$ cat src/rtl/cpkf_pkg.sv
// Shared constants, register codes and bus types for the contact probability fusion block.
// Depends on nothing; every other file of the block imports it.
`default_nettype none

package cpkf_pkg;

	localparam int LEG_COUNT = 4;
	localparam int PROB_FRACTION_BITS = 15;
	localparam int PROB_W = PROB_FRACTION_BITS + 1;
	localparam logic [PROB_W-1:0] PROB_ONE = {1'b1, {PROB_FRACTION_BITS{1'b0}}};

	// Configuration port.
	localparam int REG_W = 32;
	localparam int REG_IDX_W = 2;
	localparam int ADDR_W = REG_IDX_W + 2;

	typedef enum logic [REG_IDX_W-1:0] {
		REG_PROCESS_NOISE = 2'd0,
		REG_HEIGHT_NOISE  = 2'd1,
		REG_FORCE_NOISE   = 2'd2
	} reg_idx_t;

	localparam logic [REG_W-1:0] PROCESS_NOISE_RST = 32'd98304;
	localparam logic [REG_W-1:0] HEIGHT_NOISE_RST  = 32'd655360;
	localparam logic [REG_W-1:0] FORCE_NOISE_RST   = 32'd1311;

	// Cycles from a register write until the denominator is valid again.
	localparam int SETTLE_W = 2;
	localparam logic [SETTLE_W-1:0] SETTLE_CYCLES = 2'd3;

	// Datapath widths.
	localparam int DIFF_W = PROB_W + 1;
	localparam int PROD_W = REG_W + 1 + DIFF_W;
	localparam int NUM_W = PROD_W + 1;
	localparam int MAG_W = NUM_W - 1;
	localparam int MAG_LO_W = MAG_W / 2;
	localparam int MAG_HI_W = MAG_W - MAG_LO_W;
	localparam int PP_W = REG_W + MAG_HI_W;
	localparam int TOP_W = REG_W + MAG_W;
	localparam int DEN_W = 2 * REG_W + 2;
	localparam int D2_W = DEN_W + 1;
	// The correction saturates at 2^QUO_W, which already lies beyond any prior value.
	localparam int QUO_W = PROB_W + 1;
	localparam int REM_W = D2_W + QUO_W;
	localparam int DELTA_W = QUO_W + 1;
	localparam int RES_W = QUO_W + 2;

	// Stages before the divider, divider steps, and the output stage.
	localparam int PRE_STAGES = 7;
	localparam int NUM_STAGES = PRE_STAGES + QUO_W + 1;

	typedef struct packed {
		logic [REG_W-1:0] process_noise;
		logic [REG_W-1:0] height_noise;
		logic [REG_W-1:0] force_noise;
		logic [D2_W-1:0]  den2;
		logic             den_zero;
	} cfg_bus_t;

	typedef struct packed {
		logic advance;
		logic skid_load;
		logic skid_sel;
	} pipe_ctl_t;

endpackage

`default_nettype wire

$ cat src/rtl/cpkf_ctrl.sv
// Valid bits of the fusion pipeline and the one-entry output skid stage.
// Depends on cpkf_pkg.
`default_nettype none

module cpkf_ctrl (
	input  wire logic             clk,
	input  wire logic             arst_n,
	input  wire logic             in_valid,
	output logic                  in_ready,
	output logic                  out_valid,
	input  wire logic             out_ready,
	input  wire logic             settled,
	output cpkf_pkg::pipe_ctl_t   ctl
);
	import cpkf_pkg::*;

	logic [NUM_STAGES:1] valid_s;
	logic                skid_valid_q;
	logic                advance;
	logic                in_fire;
	logic                out_fire;

	// The pipeline moves as a whole; it freezes only while the skid stage holds a result.
	assign advance = !skid_valid_q;
	assign in_ready = advance && settled;
	assign in_fire = in_valid && in_ready;
	assign out_valid = skid_valid_q || valid_s[NUM_STAGES];
	assign out_fire = out_valid && out_ready;

	always_ff @(posedge clk or negedge arst_n) begin
		if (!arst_n) begin
			valid_s <= '0;
			skid_valid_q <= 1'b0;
		end else begin
			if (advance) begin
				valid_s <= {valid_s[NUM_STAGES-1:1], in_fire};
			end
			if (skid_valid_q) begin
				if (out_ready) begin
					skid_valid_q <= 1'b0;
				end
			end else if (valid_s[NUM_STAGES] && !out_ready) begin
				skid_valid_q <= 1'b1;
			end
		end
	end

	assign ctl.advance = advance;
	assign ctl.skid_load = !skid_valid_q && valid_s[NUM_STAGES] && !out_ready;
	assign ctl.skid_sel = skid_valid_q;

	a_enter: assert property (@(posedge clk) disable iff (!arst_n)
		in_fire |=> valid_s[1])
		else $error("accepted request did not enter the first stage");

	a_count: assert property (@(posedge clk) disable iff (!arst_n)
		$countones(valid_s) + int'(skid_valid_q) ==
		$past($countones(valid_s) + int'(skid_valid_q)) + int'($past(in_fire))
		- int'($past(out_fire)))
		else $error("request lost or duplicated inside the pipeline");

	a_freeze: assert property (@(posedge clk) disable iff (!arst_n)
		skid_valid_q && !out_ready |=> $stable(valid_s))
		else $error("pipeline moved while the skid stage was full");

endmodule

`default_nettype wire

$ cat config.mk
export PLATFORM = sky130hd
export DESIGN_NAME = cpkf_ctrl
export DESIGN_NICKNAME = d
export VERILOG_FILES = /design/src/rtl/cpkf_pkg.sv /design/src/rtl/cpkf_ctrl.sv
export SDC_FILE = /design/constraint.sdc
export NUM_CORES = 1
export LEC_CHECK = 0
export BUFFER_PORTS_ARGS = -buffer_cell sky130_fd_sc_hd__buf_2
export CAP_MARGIN = 20
export CORE_UTILIZATION = 50
export DETAILED_ROUTE_END_ITERATION = 7
export PLACE_DENSITY = 0.7
export SYNTH_ARGS = -nofsm -noshare
export SYNTH_HDL_FRONTEND = slang
export SYNTH_SLANG_ARGS = --single-unit
$ cat constraint.sdc
create_clock -name clk -period 2.11 [get_ports clk]
set_input_delay 0.1055 -clock clk [delete_from_list [all_inputs] [get_ports clk]]
set_output_delay 0.1055 -clock clk [all_outputs]
set_load 0.1 [all_outputs]
==> results.json <==
{
  "drt-met1-wl_um": 653,
  "yosysTopAreaCell": "dfrtp_1",
  "drc": 0,
  "syn_inst": 61,
  "cts_tree": "built",
  "numCtsBuffers": 3,
  "path_max_fanout": 20,
  "setup_tns_ns": 0,
  "placed_cells": 94,
  "outcome": "completed",
  "powerDensity_mw_per_mm2": 1610,
  "worstMarginPinSlew_ns": 0.552,
  "hp-class": "primary input to flip-flop",
  "fin_crit_ns": 1.63,
  "postCtsSetupBuffers": 0,
  "highest_layer": "met4",
  "reg2regPathDepth": 2,
  "synth.area.top_cells": "dfrtp_1 (63%), mux2_2 (19%), mux2_4 (10%)",
  "place.port_buffers": 9,
  "cts.sinks": 26,
  "vias": 486,
  "clkSlewWorstSetupHoldPaths_ns": 0.14,
  "grt_pass1_wl_mm": 2.17,
  "worstSkewPairLatency_ns": 0.31,
  "die_x_um": 47.4,
  "io_pins": 10,
  "crit_arrival_ns": 1.52,
  "rows": 16,
  "layout.cells.non_filler": 100,
  "clockBufferDepth": 2,
  "crit_path_start_kind": "flip-flop",
  "maxSlewHeadroom_pct": 63.2,
  "netlist.area_leader.share_pct": 63.3,
  "grt_pass1_vias": 498,
  "peakVddDrop_v": 0.000857,
  "grtUsageTotal_pct": 14.5,
  "final_cell_area_mm2": 0.00117,
  "clockRootBuffer": "clkbuf_4",
  "max_freq_mhz": 615,
  "wl_mm": 1.32,
  "syn-num-nets": 66,
  "grt_max_degree": 27,
  "layout_setup_ws_ns": 0.484,
  "end_kind": "output pin",
  "place_area_mm2": 0.00110,
  "ys_seq_area_share_pct": 63.3,
  "drive_gt1_share_pct": 56.2,
  "ys_ff_latch": 26,
  "multi_input_area_um2": 339,
  "antenna_found_initial": 0,
  "drv_slew": 0,
  "dp_hpwl_um": 908,
  "h-tree-depth": 1,
  "die_area_mm2": 0.00224,
  "first_pass_iters": 1,
  "die_h_um": 47.4,
  "total_leakage_power_nw": 0.573,
  "min_period_over_period_pct": 77.1,
  "setup_violations": 0,
  "yosysWarnings": 0,
  "dr_wl_met3_um": 21,
  "syn_area_per_cell_um2": 16.9,
  "final_nets": 79,
  "hold_violations": 0,
  "min_path_cells": 2,
  "path_class": "flip-flop to output pin",
  "drt.antenna.violating_nets": 0,
  "gp_congestion": 0.668,
  "yosysUniqueCellTypes": 11,
  "start_util_pct": 53.0,
  "syn_area_mm2": 0.00103,
  "drv_cap": 0,
  "rsz0062_at_grt": "no",
  "coreArea_mm2": 0.00194,
  "register_area_um2": 651,
  "pre_cts_ws_ns": 0.843,
  "met2_length_um": 641,
  "cp.required_ns": 2.00,
  "finalClockSkew_ns": 0.00184,
  "ctsResizeCount": 0,
  "vias_per_cell": 4.86,
  "diodes": 0,
  "drt_iter0_drc": 0,
  "area_growth_pct": 14.2,
  "postCtsHoldBufs": 2,
  "overflow": 0,
  "fill_cells": 151,
  "detail_route.wl_per_cell_um": 13.2
}
-- report_power, final --
group / internal, mW / total [mW] / switching (mW)
clock network: 0.192 / 0.333 / 0.141
registers: 0.704 / 0.808 / 0.103
logic: 0.349 / 0.753 / 0.404
-- worst paths after layout --
kind                                        startpoint                       to  slack, ns
worst min register to register  valid_s[5]$_DFFE_PN0N_   valid_s[6]$_DFFE_PN0N_       0.52
min in group asynchronous                       arst_n  valid_s[20]$_DFFE_PN0N_       0.30
worst max-delay path            skid_valid_q$_DFF_PN0_                 in_ready       0.48
worst max register to register  skid_valid_q$_DFF_PN0_   valid_s[2]$_DFFE_PN0N_       0.98
max in group asynchronous                       arst_n   valid_s[3]$_DFFE_PN0N_       1.45
worst min-delay path                          in_valid   valid_s[1]$_DFFE_PN0N_       0.01
-- registers in the layout, indices dropped and copies added, names as in the netlist --
| name | flops |
|---|---|
| valid_s | 25 |
| skid_valid_q | 1 |
-- cell usage after synthesis, drive strengths merged --
library cell,count
or2,1
nor2b,2
inv,1
a22o,1
dfrtp,26
nor3b,1
mux2,24
buf,5
-- per-layer routing --
layer	up-vias	GRT usage, %
met5	-	0
met4	0	3.43
met3	2	4.62
met2	3	23.6
met1	251	19.1
li1	230	-
-- cells in the final DEF, fill, tap and decap left out, types with 2 or more instances in the layout --
cell type	synthesis	layout
mux2_2	17	17
dfrtp_1	26	26
dlygate4sd3_1	0	2
buf_4	2	2
clkbuf_4	0	3
mux2_4	7	7
buf_2	1	8
-- logic make-up (layout without fill, tap and decap cells) --
group,count (synthesis),in the layout,synth area share (%)
simple gates,4,4,2.56
mux,24,24,28.8
flops,26,26,63.3
compound gates,1,1,0.852
buf+inv,6,18,4.50
-- worst max-delay path, cell delays in order, from the launching register on --
cell and delay, ns:
dfrtp_1 0.40, buf_4 0.22, nor2b_2 0.15, buf_2 0.43
-- stage by stage --
step / hold WS (ns) / utilization [%] / total power, mW
2_1_floorplan: -0.190 / - / 1.44
3_3_place_gp: 0.122 / 56.8 / 1.55
3_5_place_dp: 0.126 / 56.8 / 1.58
4_1_cts: 0.0108 / 60.5 / 1.91
5_1_grt: 0.00722 / 60.5 / 2.00
6_report: 0.0134 / 60.5 / 1.89
-- cell type report --
cell class / count / area share, %
clock inverter: 1 / 2.56
inverter: 1 / 0.319
clock buffer: 3 / 1.92
tap: 27 / 2.88
sequential: 26 / 55.4
multi-input combinational: 29 / 28.9
timing repair buffer: 13 / 8.09
Note: power is estimated with default switching activity, not from simulation.
